--- config.mk ---
export PLATFORM = sky130hd
export DESIGN_NAME = masked_byte_pattern_scan_top
export DESIGN_NICKNAME = d
export VERILOG_FILES = /design/src/rtl/mbps_pkg.sv /design/src/rtl/mbps_cfg_regs.sv /design/src/rtl/mbps_scan_core.sv /design/src/rtl/masked_byte_pattern_scan_top.sv
export SDC_FILE = /design/constraint.sdc
export NUM_CORES = 1
export LEC_CHECK = 0
export BUFFER_PORTS_ARGS = -buffer_cell sky130_fd_sc_hd__buf_2
export CORE_ASPECT_RATIO = 0.8
export CORE_UTILIZATION = 40
export CTS_CLUSTER_DIAMETER = 30
export DETAILED_ROUTE_END_ITERATION = 6
export PLACE_DENSITY = 0.52
export SYNTH_ARGS = -nofsm -noshare
export SYNTH_HDL_FRONTEND = slang
export SYNTH_SLANG_ARGS = --single-unit
--- constraint.sdc ---
create_clock -name clk -period 9.65 [get_ports clk]
set_clock_uncertainty 0.2 [all_clocks]
set_input_delay 1.93 -clock clk [delete_from_list [all_inputs] [get_ports clk]]
set_output_delay 1.93 -clock clk [all_outputs]
set_load 0.005 [all_outputs]
--- src/rtl/mbps_pkg.sv ---
// Shared constants, types and register codes for the masked byte pattern scan.
`timescale 1ns / 1ps

package mbps_pkg;

    // Pattern and offset sizes
    localparam int MAX_PATTERN = 16;
    localparam int OFFSET_BITS = 24;
    localparam int COUNT_W     = OFFSET_BITS + 1;
    localparam int LEN_W       = 5;
    localparam int WIN_IDX_W   = (MAX_PATTERN > 1) ? $clog2(MAX_PATTERN) : 1;

    // Configuration port sizes
    localparam int CFG_DATA_W  = 64;
    localparam int CFG_IDX_W   = 2;
    localparam int CARE_W      = 16;

    // Region byte count at which counting stops
    localparam logic [COUNT_W-1:0] COUNT_LIMIT = COUNT_W'(1) << OFFSET_BITS;

    // Register indexes
    localparam logic [CFG_IDX_W-1:0] REG_PATTERN_LOW    = 2'd0;
    localparam logic [CFG_IDX_W-1:0] REG_PATTERN_HIGH   = 2'd1;
    localparam logic [CFG_IDX_W-1:0] REG_CARE_MASK      = 2'd2;
    localparam logic [CFG_IDX_W-1:0] REG_PATTERN_LENGTH = 2'd3;

    // Reset values
    localparam logic [CARE_W-1:0] CARE_MASK_RESET      = 16'hFFFF;
    localparam logic [LEN_W-1:0]  PATTERN_LENGTH_RESET = 5'd1;

    // Configuration as seen by the scan core
    typedef struct packed {
        logic [MAX_PATTERN-1:0][7:0] pattern;
        logic [MAX_PATTERN-1:0]      care;
        logic [LEN_W-1:0]            length;
    } cfg_t;

    // One result from the scan core
    typedef struct packed {
        logic                   valid;
        logic                   found;
        logic [OFFSET_BITS-1:0] offset;
    } result_t;

endpackage

--- src/rtl/mbps_cfg_regs.sv ---
// Configuration register file of the masked byte pattern scan.
`timescale 1ns / 1ps

module mbps_cfg_regs
    import mbps_pkg::*;
(
    input  logic                  clk,
    input  logic                  rst_n,
    input  logic                  cfg_we,
    input  logic [CFG_IDX_W-1:0]  cfg_index,
    input  logic [CFG_DATA_W-1:0] cfg_wdata,
    output cfg_t                  cfg
);

    logic [63:0]       pattern_low_reg;
    logic [63:0]       pattern_high_reg;
    logic [CARE_W-1:0] care_mask_reg;
    logic [LEN_W-1:0]  pattern_length_reg;
    logic [127:0]      pattern_all;

    // Write the addressed register
    always_ff @(posedge clk or negedge rst_n)
    begin
        if (!rst_n)
        begin
            pattern_low_reg    <= '0;
            pattern_high_reg   <= '0;
            care_mask_reg      <= CARE_MASK_RESET;
            pattern_length_reg <= PATTERN_LENGTH_RESET;
        end
        else if (cfg_we)
        begin
            case (cfg_index)
                REG_PATTERN_LOW:    pattern_low_reg    <= cfg_wdata[63:0];
                REG_PATTERN_HIGH:   pattern_high_reg   <= cfg_wdata[63:0];
                REG_CARE_MASK:      care_mask_reg      <= cfg_wdata[CARE_W-1:0];
                REG_PATTERN_LENGTH: pattern_length_reg <= cfg_wdata[LEN_W-1:0];
                default:            ;
            endcase
        end
    end

    // Split the pattern into bytes
    assign pattern_all = {pattern_high_reg, pattern_low_reg};

    always_comb
    begin
        for (int i = 0; i < MAX_PATTERN; i++)
        begin
            cfg.pattern[i] = pattern_all[i*8 +: 8];
        end
        cfg.care   = care_mask_reg[MAX_PATTERN-1:0];
        cfg.length = pattern_length_reg;
    end

endmodule

--- src/rtl/mbps_scan_core.sv ---
// Byte window, region count and masked compare of the pattern scan.
`timescale 1ns / 1ps

module mbps_scan_core
    import mbps_pkg::*;
(
    input  logic       clk,
    input  logic       rst_n,
    input  cfg_t       cfg,
    input  logic       fire,
    input  logic [7:0] data_byte,
    input  logic       last_byte,
    output result_t    result
);

    logic [MAX_PATTERN-1:0][7:0] window_reg, window_next;
    logic [COUNT_W-1:0]          count_reg, count_next, count_inc;
    logic                        found_reg, found_next;
    logic [LEN_W-1:0]            eff_len;
    logic                        mismatch;
    logic                        hit;
    logic [WIN_IDX_W-1:0]        idx;

    // Clamp the length into 1..MAX_PATTERN
    always_comb
    begin
        if (cfg.length == '0)
            eff_len = LEN_W'(1);
        else if (cfg.length > LEN_W'(MAX_PATTERN))
            eff_len = LEN_W'(MAX_PATTERN);
        else
            eff_len = cfg.length;
    end

    // Shift the new byte into the window
    always_comb
    begin
        window_next[0] = data_byte;
        for (int i = 1; i < MAX_PATTERN; i++)
        begin
            window_next[i] = window_reg[i-1];
        end
    end

    // Compare each cared pattern byte with its window entry
    always_comb
    begin
        mismatch = 1'b0;
        idx      = '0;
        for (int i = 0; i < MAX_PATTERN; i++)
        begin
            idx = WIN_IDX_W'(int'(eff_len) - 1 - i);
            if ((i < int'(eff_len)) && cfg.care[i] && (window_next[idx] != cfg.pattern[i]))
                mismatch = 1'b1;
        end
    end

    // Count, detect the first match and form the result
    always_comb
    begin
        count_inc     = count_reg + COUNT_W'(1);
        count_next    = count_reg;
        found_next    = found_reg;
        hit           = 1'b0;
        result.valid  = 1'b0;
        result.found  = 1'b0;
        result.offset = '0;
        if (count_reg < COUNT_LIMIT)
        begin
            count_next = count_inc;
            if (!found_reg && (count_inc >= COUNT_W'(eff_len)) && !mismatch)
                hit = 1'b1;
        end
        if (hit)
        begin
            found_next    = 1'b1;
            result.valid  = 1'b1;
            result.found  = 1'b1;
            result.offset = OFFSET_BITS'(count_inc - COUNT_W'(eff_len));
        end
        else if (last_byte && !found_reg)
        begin
            result.valid = 1'b1;
        end
        result.valid = result.valid & fire;
        if (last_byte)
        begin
            count_next = '0;
            found_next = 1'b0;
        end
    end

    // Hold scan state, advance on each processed item, clear after the last byte
    always_ff @(posedge clk or negedge rst_n)
    begin
        if (!rst_n)
        begin
            window_reg <= '0;
            count_reg  <= '0;
            found_reg  <= 1'b0;
        end
        else if (fire)
        begin
            window_reg <= last_byte ? '0 : window_next;
            count_reg  <= count_next;
            found_reg  <= found_next;
        end
    end

endmodule

--- src/rtl/masked_byte_pattern_scan_top.sv ---
// Top level of the masked byte pattern scan: input stage, scan core, result register.
//
//  Channel  Direction  Payload                               Accepted when
//  s_*      in         tdata[7:0] data_byte, tlast last_byte s_tvalid && s_tready
//  m_*      out        tdata[23:0] match_offset, tuser found m_tvalid && m_tready
//  cfg_*    in         cfg_wdata by cfg_index                cfg_we
//
// One item per cycle while results are taken. An accepted item waits in the input
// register until the result register is free, is compared against the window in one
// pass, and its result, if any, lands in the result register that drives m_tvalid.
// Reset clears the window, count, found flag and both valid flags.
// A stalled result holds the input stage; s_tready stays high while the
// result register is empty or being taken.
`timescale 1ns / 1ps

module masked_byte_pattern_scan_top
    import mbps_pkg::*;
(
    input  logic                   clk,
    input  logic                   rst_n,
    // Input items
    input  logic                   s_tvalid,
    output logic                   s_tready,
    input  logic [7:0]             s_tdata,   // [7:0] data_byte
    input  logic                   s_tlast,   // last_byte
    // Result items
    output logic                   m_tvalid,
    input  logic                   m_tready,
    output logic [OFFSET_BITS-1:0] m_tdata,   // [23:0] match_offset
    output logic                   m_tuser,   // [0] match_found
    // Configuration writes
    input  logic                   cfg_we,
    input  logic [CFG_IDX_W-1:0]   cfg_index,
    input  logic [CFG_DATA_W-1:0]  cfg_wdata
);

    cfg_t                   cfg;
    result_t                result;
    logic                   in_valid_reg;
    logic [7:0]             in_byte_reg;
    logic                   in_last_reg;
    logic                   out_valid_reg;
    logic                   out_found_reg;
    logic [OFFSET_BITS-1:0] out_offset_reg;
    logic                   out_free;
    logic                   fire;

    mbps_cfg_regs u_cfg (
        .clk       (clk),
        .rst_n     (rst_n),
        .cfg_we    (cfg_we),
        .cfg_index (cfg_index),
        .cfg_wdata (cfg_wdata),
        .cfg       (cfg)
    );

    // Process the held item when the result register can take its result
    assign out_free = !out_valid_reg || m_tready;
    assign fire     = in_valid_reg && out_free;
    assign s_tready = !in_valid_reg || out_free;

    mbps_scan_core u_core (
        .clk       (clk),
        .rst_n     (rst_n),
        .cfg       (cfg),
        .fire      (fire),
        .data_byte (in_byte_reg),
        .last_byte (in_last_reg),
        .result    (result)
    );

    // Input register: load on accept, drop when processed
    always_ff @(posedge clk or negedge rst_n)
    begin
        if (!rst_n)
            in_valid_reg <= 1'b0;
        else if (s_tready)
            in_valid_reg <= s_tvalid;
    end

    always_ff @(posedge clk)
    begin
        if (s_tvalid && s_tready)
        begin
            in_byte_reg <= s_tdata;
            in_last_reg <= s_tlast;
        end
    end

    // Result register: load a new result, drop when taken
    always_ff @(posedge clk or negedge rst_n)
    begin
        if (!rst_n)
            out_valid_reg <= 1'b0;
        else if (out_free)
            out_valid_reg <= result.valid;
    end

    always_ff @(posedge clk)
    begin
        if (out_free && result.valid)
        begin
            out_found_reg  <= result.found;
            out_offset_reg <= result.offset;
        end
    end

    assign m_tvalid = out_valid_reg;
    assign m_tdata  = out_offset_reg;
    assign m_tuser  = out_found_reg;

endmodule
==> results of run 1 <==
cells by family after synthesis:
| group | after synthesis | share of synthesized area, % |
|---|---|---|
| AOI/OAI and AO/OA | 398 | 10.9 |
| adders and majority gates | 18 | 1.02 |
| buffers and inverters | 184 | 3.56 |
| DFF | 331 | 37.3 |
| and+or+nand+nor | 646 | 12.6 |
| muxes | 468 | 28.2 |
| xor gates and xnor gates | 169 | 6.54 |
metal layers:
metal  up-vias  track usage [%]  wire length [um]
met5         -                0                 0
met4         0             6.59              1780
met3       124             6.81              6600
met2       749             36.3             31600
met1      9346             41.4             36400
li1       8313                -                 -
final timing paths:
path | start | to | slack (ns) | cells past startpoint
hold / removal | u_cfg.pattern_low_reg[63] | u_cfg.pattern_low_reg[63] | 0.33 | 1
setup reg to reg | u_cfg.pattern_length_reg[4] | m_tdata[8] | 2.28 | 16
setup / recovery | u_cfg.pattern_length_reg[4] | m_tdata[8] | 2.28 | 16
max in group asynchronous | rst_n | u_cfg.pattern_low_reg[30] | 6.58 | 2
hold reg to reg | u_cfg.pattern_low_reg[63] | u_cfg.pattern_low_reg[63] | 0.33 | 1
min in group asynchronous | rst_n | u_core.count_reg[10] | 1.15 | 1
cell type report:
class                   instances  area, um2
repair buffers                137        773
clock inverters                54        729
multi-input cells            1699      13500
flip-flops and latches        331       8470
well taps                     750        938
clock buffers                  95       2180
fillers                      5186      28900
inverters                      28        108
cell usage in the layout (no fill, tap or decap), drive strengths merged, types with 9 or more instances in the layout:
| cell type | synthesis | final |
|---|---|---|
| a21oi | 38 | 38 |
| a221oi | 14 | 14 |
| a22o | 12 | 12 |
| a22oi | 53 | 53 |
| a31oi | 35 | 35 |
| and3 | 33 | 33 |
| buf | 39 | 137 |
| bufinv | 0 | 15 |
| clkbuf | 117 | 95 |
| clkinv | 4 | 28 |
| clkinvlp | 0 | 9 |
| dfrtp | 280 | 280 |
| dfstp | 17 | 17 |
| edfxtp | 34 | 34 |
| ha | 17 | 17 |
| inv | 24 | 30 |
| mux2 | 149 | 149 |
| mux2i | 196 | 196 |
| mux4 | 123 | 123 |
| nand2 | 394 | 394 |
| nand3 | 40 | 40 |
| nand4 | 26 | 26 |
| nor2 | 77 | 77 |
| nor3 | 24 | 24 |
| nor4 | 15 | 15 |
| o21ai | 168 | 168 |
| o22ai | 34 | 34 |
| xnor2 | 81 | 81 |
| xor2 | 88 | 88 |
per-stage QoR:
step / setup slack, ns / total power, W
after floorplan: 2.12 / 0.00337
after global placement: 2.41 / 0.00395
after detailed placement: 2.26 / 0.00398
after CTS: 2.25 / 0.00692
after global routing: 1.76 / 0.00720
final: 2.28 / 0.00690
report_power, final:
group | switching, W | leakage (nW) | internal (W)
logic | 0.00132 | 5.47 | 0.000912
registers | 0.000189 | 4.12 | 0.00157
clock network | 0.000888 | 1.41 | 0.00202
total | 0.00239 | 11.0 | 0.00450
==> summary.md, run 1 <==
| Metric | Value |
|---|---|
| Status | complete, no violations |
| Nature of the critical path endpoint | flop |
| F_max | 136 MHz |
| Initial core utilization | between 40% and 50% |
| CP Cell Sequence | or4_4 > nand2_8 > inv_2 > ha_2 > xnor2_1 > ha_1 > inv_1 > xnor2_1 > mux4_2 > xor2_1 > nor4_1 > a31oi_1 > nor4_2 > nand4_4 > a21oi_2 > buf_4 |
| CORE AREA | 0.0557 mm2 |
| Fin util | 48.0% |
| CP Buf/Inv Count | 3 |
| Yosys warns | 0 |
| CP startpoint kind | flop |
| WL/cell | between 20 and 25 um |
| Max_cap viols | 0 |
| Worst-Skew Late Latency | 0.61 ns |
| Top FF cell, synth | dfrtp_1 |
| Die width | 269 um |
| Largest register FFs | 120 |
| Clk buf depth | 3 |
| Min-Delay Path Class | reg -> reg |
| WHS | 0.327 ns |
| Post-route insts no fill | 3094 |
| # rows | 77 |
| Root Driver | clkbuf_16 |
| Post-Route WL | between 70 and 80 mm |
| Static Leak | around 11 nW |
| Delay-heaviest family, CP | simple AND/OR/NAND/NOR gates |
| DR pass1 iterations | 5 |
| Diode count | 0 |
| Cells after Synth | 2214 |
| Post-route DRC | 0 |
| Reg clk slew, reported paths | 0.05 ns |
| Crit share post-route | between 70% and 80% |
| Most used cell, CP | xnor2_1 |
| Drt via density | 5.99 |
| CP max stage cell | xnor2_1 |
| Tmin final | 7.37 ns |
| Final setup violation count | 0 |
| Most instantiated cells after synthesis | 393 x nand2_1, 280 x dfrtp_1, 196 x mux2i_1 |
| Critical path class | reg -> reg |
| IO Count | about 110 |
| Placed cell area | 0.0238 mm2 |
| Slew Limit Fails | 0 |
| CP required | 9.72 ns |
| Max-slew headroom | 9.15% |
| Cell variety after synth | 77 |
| Cell area after synthesis | 0.0227 mm2 |
| Initial antenna violation count | 3 |
| Async set-or-reset flop fraction in the synthesized netlist | 89.7% |
| TritonCTS sink count | 331 |
| I/O Buffers | 106 |
| Die H | 215 um |
| Total CTS buffers | 81 |
| Vias | 18500 |
| Endpoints failing hold | 0 |
| Number of synthesized flops with an enable pin | 34 |
| Post-route cell area | 0.0267 mm2 |
| Cell Pwr Density | about 260 mW/mm2 |
| RSZ-0062 raised after global routing | false |
| Mapped Nets | between 2000 and 2500 |
| H-Tree Depth | 3 |
| CP max FO | 68 |
| First-pass GRT wire length | ~120 mm |
| Proportion of layout cells with a drive suffix above 1 | 26.0% |
| Die area | 0.0578 mm2 |
| Worst Tran Pin Value | between 1 and 1.5 ns |
| Postcts setup bufs | 0 |
| Cell taking the most area after synthesis | dfrtp_1 |
| Nets | 2376 |
| All-layer global routing usage | 26.7% |
| VDD IR max | roughly 0.15 mV |
| Largest cells by area after synthesis | dfrtp_1 31%, mux4_2 12%, mux2i_1 8.6% |
| Data arrival, critical path | around 7.4 ns |
| Register area share after synthesis | 37.3% |
| Vias in the first global route | between 15000 and 20000 |
| Starting DRT DRC Count | around 2100 |
| Crit path largest cell delay | approximately 1.1 ns |
| Post-CTS Resized | 0 |
| Setup TNS | 0 ns |
| Hold-fix buffers, CTS | 0 |
| Remaining global-route overflow | 0 |
| Final HPWL DP | 55.6 mm |
| CTS tree | built |
| Placed Cells incl. Taps | slightly below 3000 |
| Largest net degree at the start of global routing | 111 |
| Synth-to-layout area growth | 17.5% |
| Post-detailed-route count of antenna-violating nets | 0 |
| Placer Congestion | ~0.95 |
| Top-count cell post-synth | nand2_1 |
| #FFs+latches synth | around 330 |
| Mean area per synthesized cell | 10.3 um2 |
| Top cell type's share of synthesized area | 30.8% |
No activity file was read; power rests on OpenSTA's default activity.
==> inputs of run 2 (changes only) <==
PLACE_DENSITY = 0.54   (was 0.52)
clock period = 6.4 ns   (was 9.65 ns; I/O delays follow)
==> run 2 against run 1 <==
  * Maximum frequency up 32%
  * Sequential share of layout area decreased by 0.26 points
  * Largest power group unchanged
  * Register-to-register slack lost 1.5 ns
  * Sequential power is 51% higher
  * Clock-buffer cell count rose by 8
  * Critical path type unchanged
  * Highest routed layer unchanged
  * Setup slack worse by 1.5 ns
==> summary.md, run 2 (synthesized netlist as in run 1, its figures left out) <==
| Metric | Value |
|---|---|
| Cell Pwr Density | 385 mW/mm2 |
| Final HPWL DP | 56.8 mm |
| TritonCTS sink count | about 330 |
| Worst Tran Pin Value | ~1.3 ns |
| CP required | 6.50 ns |
| CORE AREA | roughly 0.056 mm2 |
| Post-Route WL | 78.0 mm |
| Min-Delay Path Class | reg -> reg |
| Vias in the first global route | around 18000 |
| Die width | 269 um |
| Drt via density | 6.02 |
| Reg clk slew, reported paths | 0.04 ns |
| Initial antenna violation count | 2 |
| Critical path class | reg -> reg |
| Max-slew headroom | between 10% and 20% |
| Highest routing layer actually used | met4 |
| Post-route DRC | 0 |
| Final setup violation count | 0 |
| Slew Limit Fails | 0 |
| Commonest non-fill, non-tap cells in the layout | 391 x nand2_1, 280 x dfrtp_1, 196 x mux2i_1 |
| All-layer global routing usage | 27.3% |
| # rows | 77 |
| Tmin final | 5.59 ns |
| Hold-fix buffers, CTS | 0 |
| Initial core utilization | 40.9% |
| RSZ-0062 raised after global routing | false |
| Post-CTS Resized | 0 |
| Post-route insts no fill | 3116 |
| Nature of the critical path endpoint | flop |
| WL/cell | 25.0 um |
| Placed Cells incl. Taps | 2967 |
| VDD IR max | slightly above 0.2 mV |
| Data arrival, critical path | 5.69 ns |
| Root Driver | clkbuf_16 |
| Worst Slack Setup Final | around 0.81 ns |
| Routed wl met2 | between 30 and 40 mm |
| Endpoints failing hold | 0 |
| H-Tree Depth | 3 |
| Largest register FFs | 120 |
| First-pass GRT wire length | approximately 120 mm |
| F_max | 179 MHz |
| Max_cap viols | 0 |
| CP max FO | 25 |
| Die area | slightly below 0.06 mm2 |
| Starting DRT DRC Count | between 2000 and 2500 |
| Crit share post-route | 87.4% |
| Setup TNS | 0 ns |
| Wire length on met1 | 36.9 mm |
| Clk buf depth | 3 |
| Most common cell after layout, fill and taps aside | nand2_1 |
| Fillers | 5143 |
| CP startpoint kind | flop |
| Postcts setup bufs | 0 |
| I/O Buffers | between 100 and 150 |
| Vias | between 15000 and 20000 |
| IO Count | between 100 and 150 |
| Nets | 2397 |
| Remaining global-route overflow | 0 |
| Largest net degree at the start of global routing | 245 |
| Static Leak | 11.1 nW |
| Total CTS buffers | 80 |
| Worst slack at placement | 0.847 ns |
| CTS tree | built |
| Placer Congestion | about 0.95 |
| Met3 wire len | 7.01 mm |
| Status | complete, no violations |
| Die H | 215 um |
| Proportion of layout cells with a drive suffix above 1 | 26.6% |
| Synth-to-layout area growth | 18.5% |
| DR pass1 iterations | 6 |
| Worst-Skew Late Latency | 0.62 ns |
| Post-detailed-route count of antenna-violating nets | 0 |
-- run 2: cell count changes in the layout (fill, tap and decap cells not counted), moves of 3 or more --
cell and change:
buf_4 +15, buf_12 +7, clkbuf_8 +6, clkinv_4 -6, bufinv_16 -3, clkbuf_1 +3
-- run 2: worst max-delay path, stage by stage (launching register included) --
cell and delay [ns]:
dfrtp_1 0.37, buf_4 0.17, nor2b_1 0.15, inv_1 0.08, buf_4 0.19, ha_1 0.32
inv_1 0.11, a211oi_2 0.54, nor2_1 0.21, xnor2_2 0.78, mux4_2 0.61, xnor2_1 0.16
nand4_1 0.10, nor3_1 0.22, a21oi_1 0.12, nor4_2 0.33, nand4_4 0.19, a21oi_4 0.21
buf_12 0.20
-- run 2: final timing paths --
check | from | endpoint | slack (ns) | depth (start not counted)
max | u_cfg.pattern_length_reg[2] | m_tdata[3] | 0.81 | 18
max in group asynchronous | rst_n | u_cfg.pattern_low_reg[40] | 4.15 | 2
min in group asynchronous | rst_n | u_core.window_next[116] | 0.40 | 1
max reg2reg | u_cfg.pattern_length_reg[2] | m_tdata[3] | 0.81 | 18
min reg2reg | u_cfg.pattern_low_reg[36] | u_cfg.pattern_low_reg[36] | 0.32 | 1
min | u_cfg.pattern_low_reg[36] | u_cfg.pattern_low_reg[36] | 0.32 | 1
-- run 2: metal layers --
metal	global-route usage (%)	vias to the layer above
met2	36.7	819
met5	0	-
li1	-	8340
met4	8.84	0
met3	6.29	114
met1	42.3	9480
-- run 2: cell type report --
cell class                 count  area, um2  share of cell area (%)
antenna                        1       2.50                 0.00928
clock buffer                 103       2250                    8.35
clock inverter                45        597                    2.21
inverter                      28        108                   0.399
multi-input combinational   1699      13600                    50.3
sequential                   331       8470                    31.4
tap                          750        938                    3.48
timing repair buffer         159       1030                    3.81
-- run 2: through the flow --
stage               power (W)  utilization, %  instance area (um2)  hold slack (ns)
floorplan             0.00509               -                22800            0.285
global placement      0.00606            43.3                24100            0.299
detailed placement    0.00610            43.3                24100            0.317
CTS                    0.0104            48.4                27000            0.326
global route           0.0108            48.4                27000            0.345
finish                 0.0104            48.4                27000            0.325
-- run 2: power by group --
group / internal (W) / switching (W)
Combinational: 0.00143 / 0.00204
Sequential: 0.00237 / 0.000273
Clock: 0.00296 / 0.00130
==> inputs of run 3 (changes only) <==
clock period = 4.6 ns   (was 6.4 ns; I/O delays follow)
==> run 3 against run 2 <==
  * Hold slack worse by 0.13 ns
  * Maximum frequency increased by 10%
  * Final cell count increased by 6.9%
  * Register-to-register slack got worse by 1.3 ns
  * Sequential share of layout area fell by 2.3 points
  * Global-route usage grew 0.99 points
  * Highest routed layer is now met5
  * The flow now finishes with violations (negative setup slack)
  * Largest power group is now combinational cells
  * Utilization grew 3.9 points
==> summary.md, run 3 (synthesized netlist as in run 1, its figures left out) <==
| Metric | Value |
|---|---|
| Status | finished, violations left |
| Failing checks | negative setup slack |
| Drt via density | 5.90 |
| Clk buf depth | 3 |
| Worst Tran Pin Value | 1.24 ns |
| Slew Limit Fails | 0 |
| Crit path largest cell delay | 0.59 ns |
| Nature of the critical path endpoint | flop |
| # rows | 77 |
| IO Count | 107 |
| All-layer global routing usage | between 20% and 30% |
| Post-route cell area | 0.0291 mm2 |
| Worst-Skew Late Latency | ~0.6 ns |
| Synth-to-layout area growth | 27.9% |
| CP max FO | 8 |
| Placed cell area | about 0.026 mm2 |
| WL/cell | 24.5 um |
| Die width | 269 um |
| Reg clk slew, reported paths | approximately 0.050 ns |
| Min-Delay Path Class | in -> async |
| RSZ-0062 raised after global routing | true |
| Largest register FFs | 120 |
| Critical path class | reg -> reg |
| Die area | 0.0578 mm2 |
| Placer Congestion | 0.959 |
| First-pass GRT wire length | 121 mm |
| Post-Route WL | 81.5 mm |
| Data arrival, critical path | 5.19 ns |
| Cell Pwr Density | 525 mW/mm2 |
| Post-route DRC | 0 |
| CTS tree | built |
| Commonest non-fill, non-tap cells in the layout | 390 x nand2_1, 280 x dfrtp_1, 237 x buf_4 |
| Nets | 2620 |
| Vias | 19600 |
| F_max | slightly below 200 MHz |
| Root Driver | clkbuf_16 |
| TritonCTS sink count | ~330 |
| Final setup violation count | between 50 and 60 |
| Max-slew headroom | between 15 and 20% |
| Proportion of layout cells with a drive suffix above 1 | between 30% and 40% |
| H-Tree Depth | 3 |
| CP required | 4.71 ns |
| Initial core utilization | 40.9% |
| Worst Slack Setup Final | -0.483 ns |
| Crit share post-route | 110% |
| Initial antenna violation count | 5 |
| Most common cell after layout, fill and taps aside | nand2_1 |
| Setup TNS | -21.75 ns |
| Largest net degree at the start of global routing | 220 |
| CP Cell Sequence | or4_4 > nand2_8 > inv_6 > ha_4 > xnor2_4 > ha_2 > nand2_1 > or4_1 > o211ai_1 > xnor2_2 > buf_6 > buf_12 > mux4_2 > xnor2_2 > a31oi_1 > a31oi_2 > buf_4 > nand4_4 > a21oi_4 > buf_12 > clkbuf_16 |
| Max_cap viols | 0 |
| I/O Buffers | around 110 |
| Endpoints failing hold | 0 |
| CORE AREA | 0.0557 mm2 |
| Post-detailed-route count of antenna-violating nets | 0 |
| CP max stage cell | or4_4 |
| Starting DRT DRC Count | slightly below 2000 |
| Vias in the first global route | between 15000 and 20000 |
| Total CTS buffers | 73 |
| Tmin final | 5.08 ns |
| VDD IR max | around 0.3 mV |
| DR pass1 iterations | 6 |
| Static Leak | roughly 12 nW |
| Final HPWL DP | 60.6 mm |
| CP startpoint kind | flop |
| Die H | 215 um |
| Remaining global-route overflow | 0 |
[run 3: changes by cell type in the layout (fill, tap and decap cells not counted), moves of 7 or more]
cell	previous run	this run
buf_4	46	237
buf_6	0	10
clkinv_4	3	11
nor2_1	65	57
clkbuf_8	10	3
buf_12	7	26
nor2_4	2	13
[run 3: final cells by class]
cell class	count	area, um2
Clock buffer	85	1940
Inverter	28	125
Timing Repair Buffer	389	3210
Clock inverter	48	573
Antenna cell	1	2.50
Fill cell	4972	26600
Multi-Input combinational cell	1699	13800
Sequential cell	331	8470
Tap cell	750	938
[run 3: worst paths after layout]
| kind | cells after the start | startpoint | to | slack (ns) |
|---|---|---|---|---|
| hold / removal | 1 | rst_n | u_core.window_next[124] | 0.19 |
| max in group asynchronous | 2 | rst_n | u_cfg.care_mask_reg[3] | 3.10 |
| min in group clk | 1 | s_tdata[4] | in_byte_reg[4] | 0.30 |
| setup / recovery | 21 | u_cfg.pattern_length_reg[2] | m_tdata[6] | -0.48 |
| hold reg to reg | 1 | u_cfg.pattern_high_reg[28] | u_cfg.pattern_high_reg[28] | 0.33 |
| setup reg to reg | 21 | u_cfg.pattern_length_reg[2] | m_tdata[6] | -0.48 |
[run 3: what timing repair did]
action / 4_1_cts / 5_1_grt
buffers inserted: 6 / 5
resized for setup: 21 / 42
endpoints found under the setup margin: 52 / 52
gates cloned: 3 / 5
pin swaps: 3 / 13
hold buffers: 0 / 0
[run 3: layer usage]
metal	GRT usage, %	up-vias	routed length, um
li1	-	8794	-
met3	8.14	131	7850
met5	0	-	25
met2	38.8	823	33600
met1	41.9	9896	37200
met4	9.94	4	2840
[run 3: per-stage QoR]
step / setup slack (ns) / total power [W] / std cells / hold WS [ns] / util, %
2_1_floorplan: -1.01 / 0.00725 / 2214 / 0.285 / -
3_3_place_gp: -0.494 / 0.00955 / 3179 / 0.308 / 46.8
3_5_place_dp: -0.577 / 0.00964 / 3179 / 0.318 / 46.8
4_1_cts: -0.501 / 0.0152 / 3321 / 0.214 / 51.7
6_report: -0.483 / 0.0153 / 3331 / 0.191 / 52.3
5_1_grt: -0.657 / 0.0159 / 3331 / 0.241 / 52.3
[run 3: power by group]
| group | leakage [nW] | internal, W | switching, W |
|---|---|---|---|
| sequential | 4.12 | 0.00330 | 0.000379 |
| clock | 1.20 | 0.00356 | 0.00177 |
| combinational | 7.00 | 0.00297 | 0.00330 |
| total | 12.3 | 0.00983 | 0.00545 |
[run 3: critical path, delay by kind of cell (launching register included)]
kind                       cells  cell delay [ns]
DFF                            1             0.38
and+or+nand+nor                5             1.29
xor gates and xnor gates       3             0.54
AOI/OAI and AO/OA              4             0.65
muxes                          1             0.53
adders and majority gates      2             0.39
buffers and inverters          6             0.81
